<file path="src/hw/rtl/msta_pkg.sv">
// Shared types and constants for the multi-sensor threshold alarm.
// No dependencies; imported by every module of the block.
package msta_pkg;

	localparam int CHANNELS   = 4;
	localparam int TIME_WIDTH = 32;

	localparam int READ_W   = 16;
	localparam int LIMIT_W  = 16;
	localparam int DELAY_W  = 32;
	localparam int TICK_W   = 16;
	localparam int FLAG_W   = 4;
	localparam int CMP_W    = (TIME_WIDTH > DELAY_W) ? TIME_WIDTH : DELAY_W;
	localparam int CFG_IDX_W  = 3;
	localparam int CFG_DATA_W = 32;
	localparam int IN_TDATA_W  = 4 * READ_W;
	localparam int OUT_BITS    = 1 + 3 * FLAG_W;
	localparam int OUT_TDATA_W = ((OUT_BITS + 7) / 8) * 8;

	localparam logic [CFG_IDX_W-1:0] REG_TEMP_HIGH  = 3'd0;
	localparam logic [CFG_IDX_W-1:0] REG_TEMP_LOW   = 3'd1;
	localparam logic [CFG_IDX_W-1:0] REG_HUMID_HIGH = 3'd2;
	localparam logic [CFG_IDX_W-1:0] REG_DUST_HIGH  = 3'd3;
	localparam logic [CFG_IDX_W-1:0] REG_LIGHT_LOW  = 3'd4;
	localparam logic [CFG_IDX_W-1:0] REG_ALERT_DLY  = 3'd5;
	localparam logic [CFG_IDX_W-1:0] REG_REBUZZ_INT = 3'd6;
	localparam logic [CFG_IDX_W-1:0] REG_TICK_PER   = 3'd7;

	typedef struct packed {
		logic [LIMIT_W-1:0] temp_high_limit;
		logic [LIMIT_W-1:0] temp_low_limit;
		logic [LIMIT_W-1:0] humidity_high_limit;
		logic [LIMIT_W-1:0] dust_high_limit;
		logic [LIMIT_W-1:0] light_low_limit;
		logic [DELAY_W-1:0] alert_delay_ms;
		logic [DELAY_W-1:0] rebuzz_interval_ms;
		logic [TICK_W-1:0]  tick_period_ms;
	} cfg_t;

	// temp in the lowest bits, matching the input word layout
	typedef struct packed {
		logic [READ_W-1:0] light_reading;
		logic [READ_W-1:0] dust_reading;
		logic [READ_W-1:0] humidity_reading;
		logic [READ_W-1:0] temp_reading;
	} rd_t;

	typedef struct packed {
		logic buzz;
		logic bad;
		logic alert;
		logic recov;
	} chan_evt_t;

endpackage

</file>
<file path="src/hw/rtl/msta_cfg_regs.sv">
// Configuration register file: limits, delays and tick period.
// Depends on msta_pkg.
module msta_cfg_regs (
	input  logic                              clk,
	input  logic                              arst_n,
	input  logic                              cfg_we,
	input  logic [msta_pkg::CFG_IDX_W-1:0]    cfg_index,
	input  logic [msta_pkg::CFG_DATA_W-1:0]   cfg_data,
	output msta_pkg::cfg_t                    cfg
);
	import msta_pkg::*;

	cfg_t cfg_q;

	always_ff @(posedge clk or negedge arst_n) begin
		if (!arst_n) begin
			cfg_q.temp_high_limit     <= LIMIT_W'(400);
			cfg_q.temp_low_limit      <= LIMIT_W'(50);
			cfg_q.humidity_high_limit <= LIMIT_W'(800);
			cfg_q.dust_high_limit     <= LIMIT_W'(1500);
			cfg_q.light_low_limit     <= LIMIT_W'(1000);
			cfg_q.alert_delay_ms      <= DELAY_W'(60000);
			cfg_q.rebuzz_interval_ms  <= DELAY_W'(10000);
			cfg_q.tick_period_ms      <= TICK_W'(1000);
		end else if (cfg_we) begin
			case (cfg_index)
				REG_TEMP_HIGH:  cfg_q.temp_high_limit     <= cfg_data[LIMIT_W-1:0];
				REG_TEMP_LOW:   cfg_q.temp_low_limit      <= cfg_data[LIMIT_W-1:0];
				REG_HUMID_HIGH: cfg_q.humidity_high_limit <= cfg_data[LIMIT_W-1:0];
				REG_DUST_HIGH:  cfg_q.dust_high_limit     <= cfg_data[LIMIT_W-1:0];
				REG_LIGHT_LOW:  cfg_q.light_low_limit     <= cfg_data[LIMIT_W-1:0];
				REG_ALERT_DLY:  cfg_q.alert_delay_ms      <= cfg_data[DELAY_W-1:0];
				REG_REBUZZ_INT: cfg_q.rebuzz_interval_ms  <= cfg_data[DELAY_W-1:0];
				REG_TICK_PER:   cfg_q.tick_period_ms      <= cfg_data[TICK_W-1:0];
				default: ;
			endcase
		end
	end

	assign cfg = cfg_q;

endmodule

</file>
<file path="src/hw/rtl/msta_limit_check.sv">
// Compares each reading against its limits and flags the bad channels.
// Depends on msta_pkg.
module msta_limit_check (
	input  msta_pkg::rd_t                 rd,
	input  msta_pkg::cfg_t                cfg,
	output logic [msta_pkg::CHANNELS-1:0] now_bad
);
	import msta_pkg::*;

	always_comb begin
		for (int i = 0; i < CHANNELS; i++) begin
			case (i)
				0: now_bad[i] = (rd.temp_reading > cfg.temp_high_limit) ||
					(rd.temp_reading < cfg.temp_low_limit);
				1: now_bad[i] = rd.humidity_reading > cfg.humidity_high_limit;
				2: now_bad[i] = rd.dust_reading > cfg.dust_high_limit;
				3: now_bad[i] = rd.light_reading < cfg.light_low_limit;
				default: now_bad[i] = 1'b0;
			endcase
		end
	end

endmodule

</file>
<file path="src/hw/rtl/msta_channel.sv">
// One channel: bad flag, saturating bad-time and re-buzz counters, alert flag.
// Depends on msta_pkg; state advances once per word moved to the output.
module msta_channel (
	input  logic               clk,
	input  logic               arst_n,
	input  logic               adv,
	input  logic               now_bad,
	input  msta_pkg::cfg_t     cfg,
	output msta_pkg::chan_evt_t evt
);
	import msta_pkg::*;

	logic                  bad_q;
	logic                  alert_sent_q;
	logic [TIME_WIDTH-1:0] bad_time_q;
	logic [TIME_WIDTH-1:0] rebuzz_time_q;

	logic [TIME_WIDTH:0]   bad_sum;
	logic [TIME_WIDTH:0]   reb_sum;
	logic [TIME_WIDTH-1:0] bad_sat;
	logic [TIME_WIDTH-1:0] reb_sat;
	logic                  alert_hit;
	logic                  rebuzz_hit;
	logic                  delay_reached;

	assign bad_sum = {1'b0, bad_time_q} + (TIME_WIDTH+1)'(cfg.tick_period_ms);
	assign reb_sum = {1'b0, rebuzz_time_q} + (TIME_WIDTH+1)'(cfg.tick_period_ms);
	assign bad_sat = bad_sum[TIME_WIDTH] ? '1 : bad_sum[TIME_WIDTH-1:0];
	assign reb_sat = reb_sum[TIME_WIDTH] ? '1 : reb_sum[TIME_WIDTH-1:0];

	assign alert_hit     = (CMP_W'(bad_sat) >= CMP_W'(cfg.alert_delay_ms)) && !alert_sent_q;
	assign rebuzz_hit    = CMP_W'(reb_sat) >= CMP_W'(cfg.rebuzz_interval_ms);
	assign delay_reached = CMP_W'(bad_time_q) >= CMP_W'(cfg.alert_delay_ms);

	always_comb begin
		evt.bad   = now_bad;
		evt.buzz  = (bad_q && now_bad && rebuzz_hit) || (!bad_q && now_bad);
		evt.alert = bad_q && now_bad && alert_hit;
		evt.recov = bad_q && !now_bad && delay_reached;
	end

	always_ff @(posedge clk or negedge arst_n) begin
		if (!arst_n) begin
			bad_q         <= 1'b0;
			alert_sent_q  <= 1'b0;
			bad_time_q    <= '0;
			rebuzz_time_q <= '0;
		end else if (adv) begin
			bad_q <= now_bad;
			if (bad_q && now_bad) begin
				bad_time_q    <= bad_sat;
				rebuzz_time_q <= rebuzz_hit ? '0 : reb_sat;
				if (alert_hit)
					alert_sent_q <= 1'b1;
			end else if (bad_q) begin
				bad_time_q    <= '0;
				rebuzz_time_q <= '0;
				alert_sent_q  <= 1'b0;
			end
		end
	end

endmodule

</file>
<file path="src/hw/rtl/multi_sensor_threshold_alarm_top.sv">
// Top level of the multi-sensor threshold alarm.
// Depends on msta_pkg, msta_cfg_regs, msta_limit_check and msta_channel.
//
// Usage:
//   Input stream (s_axis_*): one word per tick carrying four 16-bit readings.
//   Output stream (m_axis_*): one result word per input word: buzzer pulse,
//   per-channel bad, alert and recovered flags.
//   Config port: cfg_we/cfg_index/cfg_data writes one register per cycle;
//   write only while no word is in flight.
// Path: an accepted word is held in the input register; its result is loaded
//   into the output register when the word advances and is presented from
//   there until it is taken.
// Throughput: one word per cycle unless stalled. The channel compare and
//   counter update is a single combinational pass between the two registers.
// Stall: while m_axis_tready is low the result holds and the input register
//   fills; s_axis_tready drops only when both registers are occupied. Channel
//   state advances only when a word moves into the output register.
// Reset: arst_n clears the pipeline, all channel state, and loads the default
//   limits, delays and tick period.
module multi_sensor_threshold_alarm_top (
	input  logic                                 clk,
	input  logic                                 arst_n,
	input  logic                                 s_axis_tvalid,
	output logic                                 s_axis_tready,
	// temp_reading, humidity_reading, dust_reading, light_reading
	input  logic [msta_pkg::IN_TDATA_W-1:0]      s_axis_tdata,
	output logic                                 m_axis_tvalid,
	input  logic                                 m_axis_tready,
	// buzzer_pulse, bad_flags, alert_flags, recovered_flags, zero fill
	output logic [msta_pkg::OUT_TDATA_W-1:0]     m_axis_tdata,
	input  logic                                 cfg_we,
	input  logic [msta_pkg::CFG_IDX_W-1:0]       cfg_index,
	input  logic [msta_pkg::CFG_DATA_W-1:0]      cfg_data
);
	import msta_pkg::*;

	cfg_t                   cfg;
	rd_t                    rd_s1;
	logic                   valid_s1;
	logic                   adv;
	logic [CHANNELS-1:0]    now_bad;
	chan_evt_t              evt [CHANNELS];
	logic [CHANNELS-1:0]    buzz_v;
	logic [FLAG_W-1:0]      bad_f;
	logic [FLAG_W-1:0]      alert_f;
	logic [FLAG_W-1:0]      recov_f;
	logic                   out_valid_s2;
	logic [OUT_BITS-1:0]    out_s2;
	logic [OUT_BITS-1:0]    result;

	msta_cfg_regs u_cfg (
		.clk       (clk),
		.arst_n    (arst_n),
		.cfg_we    (cfg_we),
		.cfg_index (cfg_index),
		.cfg_data  (cfg_data),
		.cfg       (cfg)
	);

	msta_limit_check u_check (
		.rd      (rd_s1),
		.cfg     (cfg),
		.now_bad (now_bad)
	);

	for (genvar g = 0; g < CHANNELS; g++) begin : g_chan
		msta_channel u_chan (
			.clk     (clk),
			.arst_n  (arst_n),
			.adv     (adv),
			.now_bad (now_bad[g]),
			.cfg     (cfg),
			.evt     (evt[g])
		);
	end

	assign adv           = valid_s1 && (!out_valid_s2 || m_axis_tready);
	assign s_axis_tready = !valid_s1 || adv;

	// channels at or above FLAG_W are left out of the flag fields; unused flag bits read zero
	always_comb begin
		bad_f   = '0;
		alert_f = '0;
		recov_f = '0;
		for (int i = 0; i < CHANNELS; i++) begin
			buzz_v[i] = evt[i].buzz;
			if (i < FLAG_W) begin
				bad_f[i]   = evt[i].bad;
				alert_f[i] = evt[i].alert;
				recov_f[i] = evt[i].recov;
			end
		end
	end

	assign result = {recov_f, alert_f, bad_f, |buzz_v};

	always_ff @(posedge clk or negedge arst_n) begin
		if (!arst_n) begin
			valid_s1     <= 1'b0;
			out_valid_s2 <= 1'b0;
		end else begin
			if (s_axis_tready)
				valid_s1 <= s_axis_tvalid;
			if (adv)
				out_valid_s2 <= 1'b1;
			else if (m_axis_tready)
				out_valid_s2 <= 1'b0;
		end
	end

	always_ff @(posedge clk) begin
		if (s_axis_tready && s_axis_tvalid)
			rd_s1 <= rd_t'(s_axis_tdata);
		if (adv)
			out_s2 <= result;
	end

	assign m_axis_tvalid = out_valid_s2;
	assign m_axis_tdata  = OUT_TDATA_W'(out_s2);

endmodule

</file>
<file path="config.mk">
export PLATFORM = sky130hd
export DESIGN_NAME = multi_sensor_threshold_alarm_top
export DESIGN_NICKNAME = d
export VERILOG_FILES = /design/src/hw/rtl/msta_pkg.sv /design/src/hw/rtl/msta_cfg_regs.sv /design/src/hw/rtl/msta_limit_check.sv /design/src/hw/rtl/msta_channel.sv /design/src/hw/rtl/multi_sensor_threshold_alarm_top.sv
export SDC_FILE = /design/constraint.sdc
export NUM_CORES = 2
export LEC_CHECK = 0
export BUFFER_PORTS_ARGS = -buffer_cell sky130_fd_sc_hd__clkbuf_2
export CORE_MARGIN = 2
export CORE_UTILIZATION = 50
export DETAILED_ROUTE_END_ITERATION = 6
export GPL_TIMING_DRIVEN = 0
export HOLD_SLACK_MARGIN = 0.03
export PLACE_DENSITY_LB_ADDON = 0.08
export RECOVER_POWER = 100
export SYNTH_ARGS = -nofsm -noshare
export SYNTH_HDL_FRONTEND = slang
export SYNTH_HIERARCHICAL = 1
export SYNTH_SLANG_ARGS = --single-unit
</file>
<file path="constraint.sdc">
create_clock -name clk -period 5.7 [get_ports clk]
set_input_delay 0.57 -clock clk [delete_from_list [all_inputs] [get_ports clk]]
set_output_delay 0.57 -clock clk [all_outputs]
set_load 0.01 [all_outputs]
</file>
Word level (Yosys, flattened, before mapping)
Index checks and enable logic that the tools add are counted.
Storage, ports and cells
  register bits: 503
  input bits: 104
  output and inout bits: 18
  logic and storage cells: 179
Operators by class
  add/subtract/negate cells: 8
  order comparisons: 17
  equal/unequal tests: 11
  mux-type cells: 38
  reductions and logical operators: 74
Operators with widths (number)
  2-to-1 mux 32 bit: 24
  greater-or-equal comparator 32 bit: 12
  adder 32 x 16 -> 33 bit: 8
  > comparator 16 bit: 3
  < comparator 16 bit: 2
  logical AND 1 bit: 30
  AND reduction 2 bit: 12
  zero test 1 bit: 14
  2-to-1 mux 1 bit: 14
  == test 3 bit, second input constant: 4
  AND reduction 3 bit: 4
  nonzero test 2 bit: 5
  inequality test 2 x 1 -> 1 bit, second input constant: 4
  logical OR 1 bit: 7
  == test 3 x 2 -> 1 bit, second input constant: 2
  OR reduction 4 bit: 1
  == test 3 x 1 -> 1 bit, second input constant: 1
  zero test 3 bit: 1

Longest topological paths before layout
  word-level depth: 6
  mapped depth: 22
  mapped depth without buffers: 19

Cells and area by module
The synthesis kept the hierarchy.
Modules (own cells, without submodules)
  msta_channel (g_chan[2].u_chan ...): times used 2, cells an instance 949, area each 7763.7 µm², sequential area each 1651.6 µm²
  msta_channel (g_chan[0].u_chan): times used 1, cells an instance 941, area each 7686.1 µm², sequential area each 1651.6 µm²
  msta_channel (g_chan[1].u_chan): times used 1, cells an instance 910, area each 7400.8 µm², sequential area each 1651.6 µm²
  msta_cfg_regs: times used 1, cells an instance 347, area each 6130.9 µm², sequential area each 4053.9 µm²
  multi_sensor_threshold_alarm_top: times used 1, cells an instance 90, area each 2434.8 µm², sequential area each 2362.3 µm²
  msta_limit_check: times used 1, cells an instance 267, area each 1928.1 µm², sequential area each 0.0 µm²

Worst setup path before layout
Ideal clock, no wire load.
  kind: register to register
  start: register u_cfg.cfg_q, in the netlist u_cfg/cfg[1]
  end: register out_s2[0], data pin
  library setup time: 272 ps
  arrival: 4590 ps
  data required time: 5428 ps
  setup slack: 838 ps
  stages on the path, launching flop included: 18
  path buffers: 1
  period minus slack after synthesis: 4862 ps
  cells stage by stage: dfrtp_1 ha_1 a211oi_1 o211ai_1 nand3_1 o211ai_1 a31oi_1 clkbuf_1 o21ai_0 nand2_1 ha_1 a21o_1 a221o_1 a221oi_1 o21a_1 and2_1 a21boi_0 or4_1
On the way
  word-level cells in the longest chain between the ends: 6
  elaborated cells between the ends (all ways): 21
  classes of those cells: 4 x add/sub; 4 x order compare; 4 x mux; 9 x reduce/logical
RTL lines
  start, declared: RTL line msta_cfg_regs.sv:13  | cfg_t cfg_q;
  adder 32 x 16 -> 33 bit: RTL line msta_channel.sv:27  | assign reb_sum = {1'b0, rebuzz_time_q} + (TIME_WIDTH+1)'(cfg.tick_period_ms);
  2-to-1 mux 32 bit: RTL line msta_channel.sv:29  | assign reb_sat = reb_sum[TIME_WIDTH] ? '1 : reb_sum[TIME_WIDTH-1:0];
  greater-or-equal comparator 32 bit: RTL line msta_channel.sv:32  | assign rebuzz_hit = CMP_W'(reb_sat) >= CMP_W'(cfg.rebuzz_interval_ms);
  logical AND 1 bit: RTL line msta_channel.sv:37  | evt.buzz = (bad_q && now_bad && rebuzz_hit) || (!bad_q && now_bad);
  logical OR 1 bit: RTL line msta_channel.sv:37
  net buzz_v[0]: RTL line multi_sensor_threshold_alarm_top.sv:43  | logic [CHANNELS-1:0] buzz_v;
  OR reduction 4 bit: RTL line multi_sensor_threshold_alarm_top.sv:95  | assign result = {recov_f, alert_f, bad_f, |buzz_v};
  net result[0]: RTL line multi_sensor_threshold_alarm_top.sv:49  | logic [OUT_BITS-1:0] result;
  end signal, assigned: RTL line multi_sensor_threshold_alarm_top.sv:115  | out_s2 <= result;
  end, declared: RTL line multi_sensor_threshold_alarm_top.sv:48  | logic [OUT_BITS-1:0] out_s2;
The timed path passes the listed nets, and every way through them passes these cells.
A chain may end at the register's enable or synchronous reset.

Final worst setup path
  start: register u_cfg.cfg_q, in the netlist u_cfg/cfg[0]
  end: register g_chan[0].u_chan.rebuzz_time_q[25]
On the way
  word-level cells in the longest chain between the ends: 5
RTL lines
  adder 32 x 16 -> 33 bit *: RTL line msta_channel.sv:27
  2-to-1 mux 32 bit *: RTL line msta_channel.sv:29
  greater-or-equal comparator 32 bit: RTL line msta_channel.sv:32
  2-to-1 mux 32 bit *: RTL line msta_channel.sv:52  | rebuzz_time_q <= rebuzz_hit ? '0 : reb_sat;
  2-to-1 mux 32 bit *: RTL line msta_channel.sv:50  | if (bad_q && now_bad) begin
  end signal, assigned: RTL line msta_channel.sv:52
  end, declared: RTL line msta_channel.sv:16  | logic [TIME_WIDTH-1:0] rebuzz_time_q;
Mark *: on every way between the ends. The rest lies on a longest branch, timed or not.

==> results.md <==
- Crit path largest cell delay: approximately 0.6 ns
- Vias in the first global route: about 34,000
- Violated checks: capacitance limit, slew limit
- Combinational Power Share: 53.7%
- CP Buf/Inv Count: 2
- FF-to-FF End: g_chan[0].u_chan/rebuzz_time_q[25]
- Clock power frac: 19.5%
- Post-synth top area cell: dfrtp_1
- Hold worst-path end: rd_s1[5]
- Final period utilization: between 90% and 100%
- HP Start: s_axis_tdata[5]
- Core Util, Final: 56.4%
- Grt ovf: 0
- Switching Fraction: 44.9%
- Switching pwr: 9.61 mW
- Synth area leaders: dfrtp_1 (23%), ha_1 (18%), edfxtp_1 (5.6%)
- Wire per inst: between 20 and 25 µm
- Dpl cell area: 0.0432 mm²
- First-pass iteration count of the detailed router: 6
- EDFF count, synth: slightly below 80
- Int Power: 11.8 mW
- Yosys cell types: roughly 120
- H-tree levels: 2
- Flop2flop setup slack: 0.13 ns
- Fmax: 179 MHz
- Clock buffer depth: 3
- Req. time, crit path: between 6 and 7 ns
- DRT Wirelength: 136,000 µm
- CP delay by family, top: simple AND/OR/NAND/NOR gates
- Final Max Tran Viols: between 90 and 100
- Largest net degree at the start of global routing: 94
- CP cell instances: ha_1 -> fa_2 -> a211oi_2 -> o211ai_1 -> nand4_1 -> a211o_1 -> clkbuf_2 -> nand2_1 -> ha_1 -> and4_1 -> nand3_1 -> or4_1 -> a311o_1 -> nand3_1 -> buf_2 -> o22ai_1
- RePlAce Congestion: approximately 0.93
- Final Hold Fails: 0
- Fin worst setup slack: around 0.13 ns
- Register share of total power: 26.8%
- Rel. slew slack: -198%
- Post-synthesis cell count: roughly 4,500
- Core footprint: 0.0817 mm²
- Die X: 291 µm
- Clock slew seen by the registers of the worst setup and hold paths: roughly 0.060 ns
- Max cap viols: 2
- Post-Syn Area: around 0.041 mm²
- Fill cells: 7,505
- # IOs: 122
- Share of the synthesized area in the top cell type: 23.5%
- Peak supply drop: approximately 330 µV
- # setup viols final: 0
- Status: finished, violations left
- Min-Delay Path Class: primary input to flop
- GRT Util Overall: 31.6%
- Leakage: 22.7 nW
- Slowest stage cell, crit path: or4_1
- Clock Sinks: 503
- Via Count: approximately 35,000
- Top_reg_cell synth: dfrtp_1
- DP Worst Slack: -1.01 ns
- Ys Warns: 6
- Worst Setup Start Kind: flop
- CTS Buf Count: 61
- Nets@finish: about 5,400
- Share of layout cells above drive strength 1: ~14%
- Rows: about 110
- CTS tree: built
- Setup Total Neg Slack: 0 ns
- Post-route ant nets: 0
- Final instance area: between 0.04 and 0.05 mm²
- CP max FO: 10
- Avg Inst Size Synth: ~9.2 µm²
- Final critical-path required period: 5.57 ns
- Initial core utilization: 50.3%
- Worst slew pin tran: between 4 and 5 ns
- Die height: 291 µm
- Initial antenna violation count: 6
- Ys async rst share: a little over four fifths
- Register area share after synthesis: a little under a third
- Finished Layout Cells: 5,825
- PortBufs: between 100 and 150
- DRC: 0
- DIE AREA: about 0.085 mm²
- Dpl hpwl: 98,300 µm
- Worst reg-to-reg path cell count: 16
- Layout overhead on the synthesized area: 12.2%
- Reg2reg start: u_cfg/cfg[0]
- Worst Skew: around 0.033 ns
- Later-pin clock latency in the skew report: 0.68 ns
- First-pass GRT wire length: around 210,000 µm
- Initial DRC Count: ~2,500
- DR vias/cell: 6.09
- PwrDens: approximately 460 mW/mm²
- Placed cell count: around 5,600
- Worst Path Arrival: a little over 6 ns
- Root Driver: clkbuf_16
- Crit path kind: flop to flop
- Crit end category: flop
- Hold path depth: 1
- Yosys reg bits: slightly above 500
power groups by stage:
stage	logic, mW	clock network, mW	registers [mW]
2_1_floorplan	8.46	0	5.00
3_3_place_gp	10.8	0	5.77
3_5_place_dp	10.9	0	5.78
4_1_cts	11.1	4.24	5.73
5_1_grt	12.9	4.37	5.78
6_report	11.5	4.17	5.73
Yosys cell counts (all sizes together), types with 44 or more instances:
cell,instances
ha,590
nand2,414
dfrtp,386
inv,383
a21oi,347
o21ai,227
nor2,208
mux2,172
a21o,160
a22o,111
xnor2,111
nand4,95
nand3,88
buf,84
a211oi,79
edfxtp,77
nor3,76
and3,70
clkbuf,65
xor2,55
o21a,53
a31oi,51
and2,44
cells in the final DEF (no fill, tap or decap), types with 75 or more instances in the layout:
cell type	n
inv_1	383
nand4_1	93
dfrtp_1	376
clkbuf_1	76
xnor2_1	110
ha_1	587
edfxtp_1	77
nand2_1	412
a21o_1	159
nor3_1	75
nand3_1	84
a22o_1	111
mux2_2	161
a21oi_1	344
clkbuf_2	111
o21ai_0	198
nor2_1	203
registers in the layout, indices dropped and copies added (netlist names):
| signal | count |
|---|---|
| u_cfg/cfg | 160 |
| g_chan.u_chan/bad_time_q | 128 |
| g_chan.u_chan/rebuzz_time_q | 128 |
| rd_s1 | 64 |
| out_s2 | 13 |
| g_chan.u_chan/alert_sent_q | 4 |
| g_chan.u_chan/bad_q | 4 |
| m_axis_tvalid | 1 |
| valid_s1 | 1 |
layout make-up:
| class | instances | area [µm²] | share of cell area [%] |
|---|---|---|---|
| diodes | 1 | 2.50 | 0.00543 |
| plain buffers | 146 | 827 | 1.79 |
| clock buffers | 74 | 1630 | 3.52 |
| clock inverters | 42 | 508 | 1.10 |
| inverters | 383 | 1440 | 3.12 |
| multi-input cells | 3419 | 25900 | 56.3 |
| flip-flops and latches | 503 | 13100 | 28.3 |
| well taps | 1070 | 1340 | 2.90 |
| repair buffers | 187 | 1370 | 2.96 |
kinds of logic (layout without fill, tap and decap cells):
| group | Yosys count | after routing | share of synthesized area (%) |
|---|---|---|---|
| simple gates | 1170 | 1170 | 14.4 |
| compound gates | 1310 | 1310 | 21.7 |
| buf+inv | 533 | 832 | 5.52 |
| mux | 172 | 172 | 4.80 |
| xor+xnor | 166 | 166 | 3.54 |
| fa+ha+maj | 598 | 598 | 18.3 |
| other cells | 1 | 4 | 0.00912 |
| flops | 503 | 503 | 31.7 |
how the worst max path moves through the flow:
stage	slack [ns]	cells past startpoint	to	start
after CTS	-0.02	16	out_s2[0]	u_cfg/cfg[0]
final	0.13	16	g_chan[0].u_chan/rebuzz_time_q[25]	u_cfg/cfg[0]
after global routing	-0.02	22	g_chan[1].u_chan/rebuzz_time_q[28]	u_cfg/cfg[0]
after detailed placement	-1.01	17	out_s2[0]	u_cfg/cfg[1]
after global placement	-6.52	1	g_chan[3].u_chan/rebuzz_time_q[21]	arst_n
after floorplan	0.84	17	out_s2[0]	u_cfg/cfg[1]
per-layer routing:
metal / vias up / GRT usage [%] / share of wire (%)
li1: 16900 / - / -
met1: 17200 / 42.9 / 45
met2: 1117 / 50.7 / 45
met3: 231 / 4.96 / 6.5
met4: 6 / 12.2 / 4.3
met5: - / 0 / 0.030
worst reg2reg max path, stage by stage (launching register included):
cell	delay [ns]
dfrtp_4	0.59
ha_1	0.32
fa_2	0.39
a211oi_2	0.29
o211ai_1	0.19
nand4_1	0.22
a211o_1	0.35
clkbuf_2	0.32
nand2_1	0.13
ha_1	0.34
and4_1	0.23
nand3_1	0.10
or4_1	0.60
a311o_1	0.43
nand3_1	0.42
buf_2	0.36
o22ai_1	0.13
per-stage QoR:
step | power, mW | hold slack (ns)
5_1_grt | 23.0 | 0.0499
4_1_cts | 21.1 | 0.0310
2_1_floorplan | 13.5 | 0.274
3_5_place_dp | 16.7 | 0.474
6_report | 21.4 | 0.0720
3_3_place_gp | 16.5 | 0.456
timing repair:
action                                  CTS  global route
resized for setup                        36            24
endpoints found under the hold margin    64             0
pin swaps                                 0             9
hold buffers                             40             0
endpoints found under the setup margin  129            96
buffers inserted                          0            28
(Power assumes the default switching activity.)
